$ cat config.mk
export PLATFORM = sky130hd
export DESIGN_NAME = wllr_queue
export DESIGN_NICKNAME = d
export VERILOG_FILES = /design/src/design/wllr_pkg.sv /design/src/design/wllr_queue.sv
export SDC_FILE = /design/constraint.sdc
export NUM_CORES = 1
export LEC_CHECK = 0
export ABC_AREA = 1
export BUFFER_PORTS_ARGS = -buffer_cell sky130_fd_sc_hd__buf_4
export CORE_MARGIN = 5
export CORE_UTILIZATION = 54
export CTS_BUF_LIST = sky130_fd_sc_hd__clkbuf_4 sky130_fd_sc_hd__clkbuf_8
export DETAILED_ROUTE_END_ITERATION = 8
export PLACE_DENSITY = 0.81
export SETUP_SLACK_MARGIN = 0.15
export SLEW_MARGIN = 20
export SYNTH_ARGS = -nofsm -noshare
export SYNTH_HDL_FRONTEND = slang
export SYNTH_SLANG_ARGS = --single-unit
$ cat constraint.sdc
create_clock -name clk -period 5.4 [get_ports clk]
set_input_delay 0.81 -clock clk [delete_from_list [all_inputs] [get_ports clk]]
set_output_delay 0.81 -clock clk [all_outputs]
set_load 0.02 [all_outputs]
$ cat src/design/wllr_pkg.sv
`timescale 1ns / 1ps
// ----------------------------------------------------------------------------
// wllr_pkg: shared types and constants for the weighted log-loss reduction
// Holds formats, mode codes, and the word passed from front to back.
// ----------------------------------------------------------------------------
package wllr_pkg;

  localparam int COUNT_BITS = 20;
  localparam int ACC_BITS   = 56;
  localparam int WACC_BITS  = 40;
  localparam int CNT_W      = COUNT_BITS + 1;
  localparam int LOG_FRAC   = 28;
  localparam logic [29:0] LN2_Q30 = 30'd744261118;
  localparam logic [31:0] LOG_MIN_Q24 = 32'h8000_0000;

  typedef enum logic [1:0] {
    MODE_NONE = 2'd0,
    MODE_SUM  = 2'd1,
    MODE_WMEAN = 2'd2,
    MODE_NZMEAN = 2'd3
  } mode_t;

  localparam logic REG_MODE = 1'b0;
  localparam logic REG_EPS  = 1'b1;

  // element loss word from front end to back end
  typedef struct packed {
    logic signed [63:0] elem;   // Q16.16 unsaturated element loss
    logic signed [15:0] weight;
    logic               last;
    mode_t              mode;
  } elem_word_t;

  typedef enum logic [2:0] {
    FE_IDLE, FE_LOG1, FE_LOG2, FE_MUL, FE_PUSH
  } fe_state_t;

  typedef enum logic [1:0] {
    BE_IDLE, BE_DIV, BE_OUT
  } be_state_t;

  // saturate a 64-bit signed value to 32 bits
  function automatic logic [31:0] sat32(input logic signed [63:0] v);
    if (v > 64'sd2147483647) sat32 = 32'h7FFF_FFFF;
    else if (v < -64'sd2147483648) sat32 = 32'h8000_0000;
    else sat32 = v[31:0];
  endfunction

endpackage

$ cat src/design/wllr_queue.sv
`timescale 1ns / 1ps
// ----------------------------------------------------------------------------
// wllr_queue: two-entry queue between front and back end
// Lets each side stall on its own.
// ----------------------------------------------------------------------------
module wllr_queue (
  input  logic                 clk,
  input  logic                 rst_n,
  input  logic                 push,
  input  wllr_pkg::elem_word_t push_word,
  output logic                 full,
  input  logic                 pop,
  output logic                 not_empty,
  output wllr_pkg::elem_word_t head_word
);

  wllr_pkg::elem_word_t mem_r [2];
  logic wp_r, rp_r;
  logic [1:0] cnt_r;

  assign full = (cnt_r == 2'd2);
  assign not_empty = (cnt_r != 2'd0);
  assign head_word = mem_r[rp_r];

  always_ff @(posedge clk) begin
    if (!rst_n) begin
      wp_r <= 1'b0; rp_r <= 1'b0; cnt_r <= 2'd0;
    end else begin
      if (push) wp_r <= ~wp_r;
      if (pop) rp_r <= ~rp_r;
      cnt_r <= cnt_r + 2'(push) - 2'(pop);
    end
    if (push) mem_r[wp_r] <= push_word;
  end

endmodule

==> key figures <==
Pwr
  • Maximum vdd drop: between 0.2 and 0.25 mV
  • Clock share of power: 0.312
  • Total power: ~2.8 mW
  • Switching share of power: 0.216
  • Combinational fraction of design power: 0.139
  • Internal power: around 2.2 mW
  • Pwr dens: 340 nW/um2
  • Psw: just over 600 uW
  • Leak: 3.34 nW
  • Seq pwr share: 0.548

Placed design
  • Final HPWL from detailed placement: roughly 7.7 mm
  • Placed Instances: around 600
  • Gpl congestion: 0.714
  • IO Port Bufs: between 150 and 200

STA
  • Final Max Tran Viols: 0
  • Final TNS setup: 0 ps
  • Fmax: approximately 310 MHz
  • Final setup viols: 0
  • Post-Route Skew: 12.7 ps
  • Final worst-path cycle share: 0.591
  • Max_slew headroom: 0.478
  • Final Hold Fails: 0
  • Fin crit period: 3190 ps
  • RSZ-0062 raised after global routing: no
  • Worst Max-Slew Pin Slew: between 700 and 800 ps

Drt
  • Via count: between 3000 and 4000
  • 1st-iter DRT viols: 150
  • Post-DR vias/cell: between 4 and 5
  • First-pass DRT Iterations: 4
  • WL/cell: 17.3 um
  • Final WL: between 10 and 15 mm
  • DRC viols: 0
  • Post-route ant nets: 0

Global route
  • Largest net degree at the start of global routing: 65
  • Total gr overflow: 0
  • Tot GR Track Use: 0.160
  • First-pass GRT wire length: about 17 mm
  • Initial antenna violation count: 0
  • Vias in the first global route: ~3300

CTS
  • Cts bufs inserted: 17
  • Root Buffer: clkbuf_8
  • # Post-CTS Setup Buffers: 0
  • CTS max path bufs: 2
  • Clk pin slew, worst setup/hold paths: about 80 ps
  • CTS resizes: 0
  • Clock sinks: roughly 170
  • Hold-fix buffers at CTS: 0
  • Clock latency on the worst-skew pair: ~450 ps
  • CTS HTree Levels: 4
  • CTS tree: yes

Die
  • Die span in x: between 100 and 150 um
  • Die Y: between 100 and 150 um
  • Starting Density: 0.549
  • Core Footprint: roughly 12000 um2
  • Site Rows: 40
  • Die area: between 10000 and 15000 um2
  • Ports: around 170

Cells and area
  • P&R area growth vs syn: 27.5%
  • # diodes: 0
  • Non-filler cells, final: 636
  • Most frequent cells in the layout: 173 x buf_4, 166 x edfxtp_1, 70 x mux2_4, 17 x clkbuf_8, 13 x mux2_2
  • Fill cells: roughly 770
  • Layout Nets: between 500 and 600
  • Share of cells above drive strength 1: 0.585
  • Commonest non-fill, non-tap cell in the layout: buf_4

Worst setup path
  • Crit start category: flip-flop
  • Max stage delay on crit path: just over 700 ps
  • Worst Path Arrival: around 2400 ps
  • Most used cell, CP: buf_4
  • Critical Path Fanout Max: 33
  • CP bufs+invs: 3
  • WP depth: 4
  • CP Class: reg2out
  • Crit path capture type: output port
  • Worst r2r path cells: 3
  • Crit path max-delay family: buffers and inverters
  • Slowest CP cell: dfxtp_4
  • CP cell instances: buf_12, buf_4, mux2_4, buf_4
  • CP Data Required Time: approximately 4600 ps
  • R2R Path Start: wp_r

Synthesis
  • Syn_nets: between 300 and 400
  • Dominant cells by area after synthesis: edfxtp_1 76%, mux2_4 16%, mux2_2 2.2%
  • Post-synth cell types: 13
  • Syn Inst Count: 291
  • Synthesized area: between 6000 and 7000 um2
  • Register area share after synthesis: 0.775
  • Yosys top cell by area: edfxtp_1
  • Syn Area/Cell: 22.6 um2
  • Synth Warn #: 0
  • Synth top area share: 0.759
  • Yosys reg bits: about 170

Outcome
  • Status: finished clean

Min path
  • Worst Hold Class: reg2reg
  • Worst Hold Depth: 2
  • Hold Startpoint: rp_r

Flow run
  • Max_cap viols: 0
## metrics by stage
| stage | setup WS (ps) | instance area [um2] | util | hold WS, ps |
|---|---|---|---|---|
| floorplan | 546 | 6560 | - | 463 |
| CTS | 1970 | 8350 | 0.698 | 509 |
| global route | 2070 | 8370 | 0.700 | 500 |
| finish | 2210 | 8370 | 0.700 | 531 |
| global placement | 2490 | 7920 | 0.662 | 476 |
| detailed placement | 2480 | 7950 | 0.665 | 502 |
## worst register-to-register path, delay by kind of cell, from the launching register on
kind	cells	cell delay, ps
flip-flops	1	410
AND/OR/NAND/NOR	1	110
buffers and inverters	2	1120
## cells by family after synthesis
group / synth area share
compound gates: 0.000762
mux: 0.182
buf+inv: 0.0278
fa+ha+maj: 0.00381
simple gates: 0.0105
flops: 0.775
## final timing paths
check	to	slack [ps]
min reg2reg	rp_r	530
max	head_word[54]	2210
max reg2reg	mem_r[1][3]	3360
min	rp_r	530
## layout make-up
type / count / area (um2) / area share
Clock buffer: 18 / 241 / 0.0289
Clock inverter: 13 / 156 / 0.0187
Timing Repair Buffer: 176 / 1370 / 0.163
Sequential cell: 171 / 5090 / 0.608
Multi-Input combinational cell: 104 / 1300 / 0.156
Inverter: 7 / 27.5 / 0.00329
Tap cell: 147 / 184 / 0.0220
## synth_stat cells (all sizes together)
cell type and n:
ha 2, nand2 9, mux2 83, edfxtp 166, inv 7, dfxtp 5
buf 9, a21oi 1, nor2 8, nand3 1
## power groups by stage
stage / sequential (mW) / combinational, mW / clock, mW
finish: 1.56 / 0.397 / 0.889
global route: 1.57 / 0.421 / 0.985
CTS: 1.57 / 0.393 / 0.913
detailed placement: 1.60 / 0.392 / 0
global placement: 1.60 / 0.381 / 0
floorplan: 1.58 / 0.247 / 0
## layer usage
metal,part of all wire,global-route usage,up-vias
met3,0.10,0.0706,15
met4,0.018,0.0694,0
met2,0.50,0.254,140
met1,0.38,0.189,1476
li1,-,-,1501
met5,0,0,-
## registers in the layout, summed over array words and instances, names as in the netlist, named ones only
name   count
mem_r    166
cnt_r      2
rp_r       1
wp_r       1
Power figures use the tool's default switching activity.
