==> src/design/wllr_pkg.sv <==
`timescale 1ns / 1ps
// ----------------------------------------------------------------------------
// wllr_pkg: shared types and constants for the weighted log-loss reduction
// Holds formats, mode codes, and the word passed from front to back.
// ----------------------------------------------------------------------------
package wllr_pkg;

  localparam int COUNT_BITS = 20;
  localparam int ACC_BITS   = 56;
  localparam int WACC_BITS  = 40;
  localparam int CNT_W      = COUNT_BITS + 1;
  localparam int LOG_FRAC   = 28;
  localparam logic [29:0] LN2_Q30 = 30'd744261118;
  localparam logic [31:0] LOG_MIN_Q24 = 32'h8000_0000;

  typedef enum logic [1:0] {
    MODE_NONE = 2'd0,
    MODE_SUM  = 2'd1,
    MODE_WMEAN = 2'd2,
    MODE_NZMEAN = 2'd3
  } mode_t;

  localparam logic REG_MODE = 1'b0;
  localparam logic REG_EPS  = 1'b1;

  // element loss word from front end to back end
  typedef struct packed {
    logic signed [63:0] elem;   // Q16.16 unsaturated element loss
    logic signed [15:0] weight;
    logic               last;
    mode_t              mode;
  } elem_word_t;

  typedef enum logic [2:0] {
    FE_IDLE, FE_LOG1, FE_LOG2, FE_MUL, FE_PUSH
  } fe_state_t;

  typedef enum logic [1:0] {
    BE_IDLE, BE_DIV, BE_OUT
  } be_state_t;

  // saturate a 64-bit signed value to 32 bits
  function automatic logic [31:0] sat32(input logic signed [63:0] v);
    if (v > 64'sd2147483647) sat32 = 32'h7FFF_FFFF;
    else if (v < -64'sd2147483648) sat32 = 32'h8000_0000;
    else sat32 = v[31:0];
  endfunction

endpackage

==> src/design/wllr_back.sv <==
`timescale 1ns / 1ps
// ----------------------------------------------------------------------------
// wllr_back: accumulation and reduction back end
// Saturating accumulators, a restoring divider, and the output register.
// ----------------------------------------------------------------------------
module wllr_back (
  input  logic                 clk,
  input  logic                 rst_n,
  input  logic                 not_empty,
  input  wllr_pkg::elem_word_t head_word,
  output logic                 pop,
  output logic                 out_tvalid,
  input  logic                 out_tready,
  output logic [31:0]          loss_value,
  output logic                 final_result
);

  localparam logic signed [63:0] ACC_HI = 64'sd2 ** (wllr_pkg::ACC_BITS - 1) - 64'sd1;
  localparam logic signed [63:0] ACC_LO = -ACC_HI - 64'sd1;
  localparam logic signed [63:0] WACC_HI = 64'sd2 ** (wllr_pkg::WACC_BITS - 1) - 64'sd1;
  localparam logic signed [63:0] WACC_LO = -WACC_HI - 64'sd1;
  localparam logic [wllr_pkg::CNT_W-1:0] CNT_MAX = '1;

  wllr_pkg::be_state_t state_r, state_nxt;
  logic signed [63:0] acc_r, wacc_r;
  logic [wllr_pkg::CNT_W-1:0] cnt_r;
  logic [31:0] res_r;
  logic fin_r;
  logic neg_r;
  logic [63:0] num_r, den_r, rem_r, q_r;
  logic [6:0] bit_r;

  logic signed [63:0] acc_new, wacc_new;
  logic [wllr_pkg::CNT_W-1:0] cnt_new;
  logic signed [63:0] e, w;
  logic [64:0] rem_sh;
  logic [63:0] un, ud;
  logic [6:0] nbits;
  logic [63:0] mag;

  assign e = head_word.elem;
  assign w = 64'(head_word.weight);

  // saturating adds
  always_comb begin
    if (e > 0 && acc_r > ACC_HI - e) acc_new = ACC_HI;
    else if (e < 0 && acc_r < ACC_LO - e) acc_new = ACC_LO;
    else acc_new = acc_r + e;
    if (w > 0 && wacc_r > WACC_HI - w) wacc_new = WACC_HI;
    else if (w < 0 && wacc_r < WACC_LO - w) wacc_new = WACC_LO;
    else wacc_new = wacc_r + w;
    cnt_new = (head_word.weight != 0 && cnt_r != CNT_MAX) ? cnt_r + 1'b1 : cnt_r;
  end

  assign un = acc_new[63] ? 64'(-acc_new) : 64'(acc_new);
  assign ud = (head_word.mode == wllr_pkg::MODE_WMEAN)
              ? (wacc_new[63] ? 64'(-wacc_new) : 64'(wacc_new)) : 64'(cnt_new);
  assign nbits = (head_word.mode == wllr_pkg::MODE_WMEAN) ? 7'd73 : 7'd65;
  assign rem_sh = {rem_r, num_r[63]};
  // rounded magnitude; a saturated quotient maps to a value far past 32 bits
  assign mag = q_r[63] ? (64'd1 << 40) : ((q_r + 64'd1) >> 1);

  always_comb begin
    state_nxt = state_r;
    pop = 1'b0;
    case (state_r)
      wllr_pkg::BE_IDLE: begin
        if (not_empty) begin
          pop = 1'b1;
          if (head_word.mode == wllr_pkg::MODE_NONE || head_word.mode == wllr_pkg::MODE_SUM
              || !head_word.last) begin
            if (head_word.mode == wllr_pkg::MODE_NONE || head_word.last)
              state_nxt = wllr_pkg::BE_OUT;
          end else if (ud == 64'd0) state_nxt = wllr_pkg::BE_OUT;
          else state_nxt = wllr_pkg::BE_DIV;
        end
      end
      wllr_pkg::BE_DIV: if (bit_r == 7'd0) state_nxt = wllr_pkg::BE_OUT;
      wllr_pkg::BE_OUT: if (out_tready) state_nxt = wllr_pkg::BE_IDLE;
      default: state_nxt = wllr_pkg::BE_IDLE;
    endcase
  end

  assign out_tvalid = (state_r == wllr_pkg::BE_OUT);
  assign loss_value = res_r;
  assign final_result = fin_r;

  always_ff @(posedge clk) begin
    if (!rst_n) begin
      state_r <= wllr_pkg::BE_IDLE;
      acc_r <= '0; wacc_r <= '0; cnt_r <= '0;
    end else begin
      state_r <= state_nxt;
      if (pop) begin
        if (head_word.last) begin
          acc_r <= '0; wacc_r <= '0; cnt_r <= '0;
        end else begin
          acc_r <= acc_new; wacc_r <= wacc_new; cnt_r <= cnt_new;
        end
      end
    end
    if (pop) begin
      fin_r <= head_word.last;
      neg_r <= acc_new[63] ^ ((head_word.mode == wllr_pkg::MODE_WMEAN) && wacc_new[63]);
      num_r <= un; den_r <= ud; rem_r <= '0; q_r <= '0;
      // bits: 64 integer + 8 frac + 1 round (mode 2) or 64 + 1
      bit_r <= nbits;
      if (head_word.mode == wllr_pkg::MODE_NONE) res_r <= wllr_pkg::sat32(e);
      else if (head_word.mode == wllr_pkg::MODE_SUM) res_r <= wllr_pkg::sat32(acc_new);
      else res_r <= '0;
    end
    // long division, one quotient bit per cycle; numerator shifted in then zeros
    if (state_r == wllr_pkg::BE_DIV) begin
      if (bit_r != 7'd0) begin
        num_r <= num_r << 1;
        if (rem_sh >= {1'b0, den_r}) begin
          rem_r <= 64'(rem_sh - {1'b0, den_r});
          q_r <= (q_r[63:62] != 2'b00) ? 64'hFFFF_FFFF_FFFF_FFFF : {q_r[62:0], 1'b1};
        end else begin
          rem_r <= rem_sh[63:0];
          q_r <= (q_r[63:62] != 2'b00) ? 64'hFFFF_FFFF_FFFF_FFFF : {q_r[62:0], 1'b0};
        end
        bit_r <= bit_r - 7'd1;
      end else begin
        res_r <= wllr_pkg::sat32(neg_r ? -$signed(mag) : $signed(mag));
      end
    end
  end

endmodule
==> config.mk <==
export PLATFORM = sky130hd
export DESIGN_NAME = wllr_back
export DESIGN_NICKNAME = d
export VERILOG_FILES = /design/src/design/wllr_pkg.sv /design/src/design/wllr_back.sv
export SDC_FILE = /design/constraint.sdc
export NUM_CORES = 2
export LEC_CHECK = 0
export ABC_AREA = 1
export BUFFER_PORTS_ARGS = -buffer_cell sky130_fd_sc_hd__buf_4
export CAP_MARGIN = 20
export CORE_MARGIN = 1
export CORE_UTILIZATION = 45
export CTS_CLUSTER_SIZE = 20
export DETAILED_ROUTE_END_ITERATION = 12
export PLACE_DENSITY = 0.73
export SLEW_MARGIN = 20
export SYNTH_ARGS = -nofsm -noshare
export SYNTH_HDL_FRONTEND = slang
export SYNTH_SLANG_ARGS = --single-unit
export TNS_END_PERCENT = 5
==> constraint.sdc <==
create_clock -name clk -period 15 [get_ports clk]
set_input_delay 4.5 -clock clk [delete_from_list [all_inputs] [get_ports clk]]
set_output_delay 4.5 -clock clk [all_outputs]
set_load 0.05 [all_outputs]
==> results.ini <==
[sta]
setup-tns-final_ns=0
timing.fmax_mhz=81.9
tightest_slew_ns=1.05
fin_skew_ns=0.0521
final_max_slew_viol_count=0
hold_viol_final=0
setup_viol=0
final.period_utilization=0.814
slew_headroom=0.301
rsz0062_at_grt=false
min_period_ns=12.20

[place]
dp.cells=9386
hpwl_mm=150
portBuffers=121
gp_congestion=1.00

[die]
rows=118
fp.dieW_um=325
die_height_um=325
coreArea_um2=103000
fp.dieArea_um2=106000
start_util=0.454
pin_count=122

[power_and_ir_drop]
p_leak_uw=0.0253
power_density_nw_per_um2=232
ir_drop_mv=0.337
p_total_uw=11800

[global_routing]
grt_use_total=0.338
overflow=0
antenna_found_initial=1
grt_pass1_wl_mm=282
grt_pass1_vias=48400
grt_max_degree=96

[setup_path]
critPathMaxFanout=29
crit_end=loss_value[29]$_DFF_P_
rr_endpoint=loss_value[29]$_DFF_P_
rr_worst_depth=24
crit_slowest_cell=nand2_1
ff2ff_setup_slack_ns=8.76
crit_required_ns=15.58
startpoint=head_word[19]
cpPeakStageDelay_ns=0.70
cp-start-kind=input port
critPathArrivalTime_ns=12.78
r2r_start=acc_r[7]$_SDFFE_PN0P_
critical_path.most_common_cell=nand2_1
endpoint_kind=register
critical_path_class=in2reg

[cells_and_area]
n_antenna_cell=0
instances_no_fill=9489
final_layout_size_suffix_gt1_frac=0.0508
area_growth_pct=8.38
final_nets=8475

[logic_synthesis]
synth_largest_area_cell=nand2_1
synth_ff_type=dfxtp_1
netlist_top_cells_area=nand2_1 21%, dfxtp_1 16%, ha_1 8.6%
synth_edf_count=66
synth_most_common_cell=nand2_1
yosysSeqAreaShare=0.205
asyncSetResetFlopFracSynth=0
netlist-cell-type-count=68
yosysTopAreaCellShare=0.207
ys_top_cells_by_count=2590 x nand2_1, 985 x inv_1, 884 x nor2_1
synthesis.area_um2=47000
syn_area_per_cell_um2=5.81
yosysWarnings=0
synth-seq-cells=448
synthCells=8089
syn-num-nets=8501

[job]
maxCapViolCount=0

[cts]
clk_pin_slew_ns=0.06
ctsLongestPathBuffers=3
clkLatencyLatePin_ns=0.69
htree_levels=2
cts_root_buffer=clkbuf_16
cts_hold_buffers=0
cts.sinks=448
cts_tree=built
postCtsSetupBuffers=0
numCtsBuffers=55
postCtsResizedCells=0

[routing]
ant_nets=0
post_drt_wl_per_cell_um=19.6
drtIter0Drc=5778
via_per_inst=5.62
wl_mm=186
vias=53300
remaining_drc_errors=0
firstDrtPassIters=8

[hold_path]
hold_class=reg2reg
hold_depth=2

[outcome]
status=finished, final reports clean

per-stage QoR:
stage               worst slack, ns   util  hold slack, ns  area [um2]
finish                         2.80  0.492           0.470       51000
global route                   1.66  0.492           0.492       51000
CTS                            2.96  0.492           0.470       51000
detailed placement             2.25  0.473           0.450       49000
global placement               2.38  0.473           0.441       49000
floorplan                      3.13      -           0.436       47000
flip-flops by register name, indices dropped and copies added (netlist names), 21 cells and up:
register and count:
wacc_r 64, cnt_r 21, acc_r 64, rem_r 64
num_r 64, den_r 64, q_r 64, loss_value 32
critical path: cells and delay by family:
family / cells / cell delay (ns)
AND/OR/NAND/NOR: 36 / 6.31
XOR/XNOR: 1 / 0.07
buffers and inverters: 7 / 0.82
AO/OA/AOI/OAI: 1 / 0.55
adder cells (fa/ha/maj): 2 / 0.46
where the power goes:
| part | switching, uW | leakage (uW) | internal (uW) | total (uW) |
|---|---|---|---|---|
| clock network | 617 | 0.000934 | 846 | 1460 |
| logic | 5860 | 0.0206 | 2500 | 8360 |
| registers | 373 | 0.00378 | 1610 | 1980 |
| total | 6850 | 0.0253 | 4950 | 11800 |
logic make-up after synthesis:
kind of cell,count (synthesis),share of synthesized area
adder cells (fa/ha/maj),325,0.0870
flip-flops,448,0.205
multiplexers,1,0.000213
buffers and inverters,1242,0.102
AND/OR/NAND/NOR,4512,0.402
AO/OA/AOI/OAI,1247,0.145
XOR/XNOR,314,0.0586
placed cells by master (no fill, tap or decap), types with 8 or more instances in the layout:
master and n:
a21boi_0 13, a21o_1 24, a21oi_1 560, a31oi_1 25
buf_4 151, bufinv_16 8, clkbuf_16 55, clkinv_1 10
clkinv_4 9, clkinvlp_4 10, dfxtp_1 382, edfxtp_1 66
ha_1 322, inv_1 982, inv_2 17, nand2_1 2589
nand2_2 10, nand3_1 576, nand3b_1 23, nand4_1 151
nor2_1 877, nor2_2 22, nor2_4 13, nor3_1 113
nor3_2 13, nor4_1 30, o211ai_1 26, o21a_1 17
o21ai_0 440, o21ai_1 21, o21bai_1 32, o221ai_1 33
o22ai_1 11, or2_2 53, xnor2_1 112, xor2_1 201
worst min-delay path by stage:
stage | slack [ns] | to | from
3_5_place_dp | 0.45 | num_r[16]$_DFF_P_ | num_r[16]$_DFF_P_
6_report | 0.47 | rem_r[61]$_DFF_P_ | rem_r[61]$_DFF_P_
2_1_floorplan | 0.44 | num_r[10]$_DFF_P_ | num_r[9]$_DFF_P_
3_3_place_gp | 0.44 | num_r[26]$_DFF_P_ | num_r[25]$_DFF_P_
4_1_cts | 0.47 | rem_r[61]$_DFF_P_ | rem_r[61]$_DFF_P_
5_1_grt | 0.49 | rem_r[21]$_DFF_P_ | rem_r[21]$_DFF_P_
per-layer routing:
metal / vias to the layer above / share of wire / GRT usage
li1: 26200 / - / -
met1: 24700 / 0.45 / 0.470
met2: 2041 / 0.44 / 0.538
met3: 288 / 0.076 / 0.0434
met4: 0 / 0.036 / 0.113
met5: - / 0 / 0
layout make-up:
type	instances	area (um2)
clock buffer	61	1450
fill	11100	52500
clock inverter	42	527
timing repair buffer	152	1150
sequential	448	9630
multi-input combinational	6399	32700
inverter	1007	3790
tap	1380	1730
No activity file was read; power rests on OpenSTA's default activity.
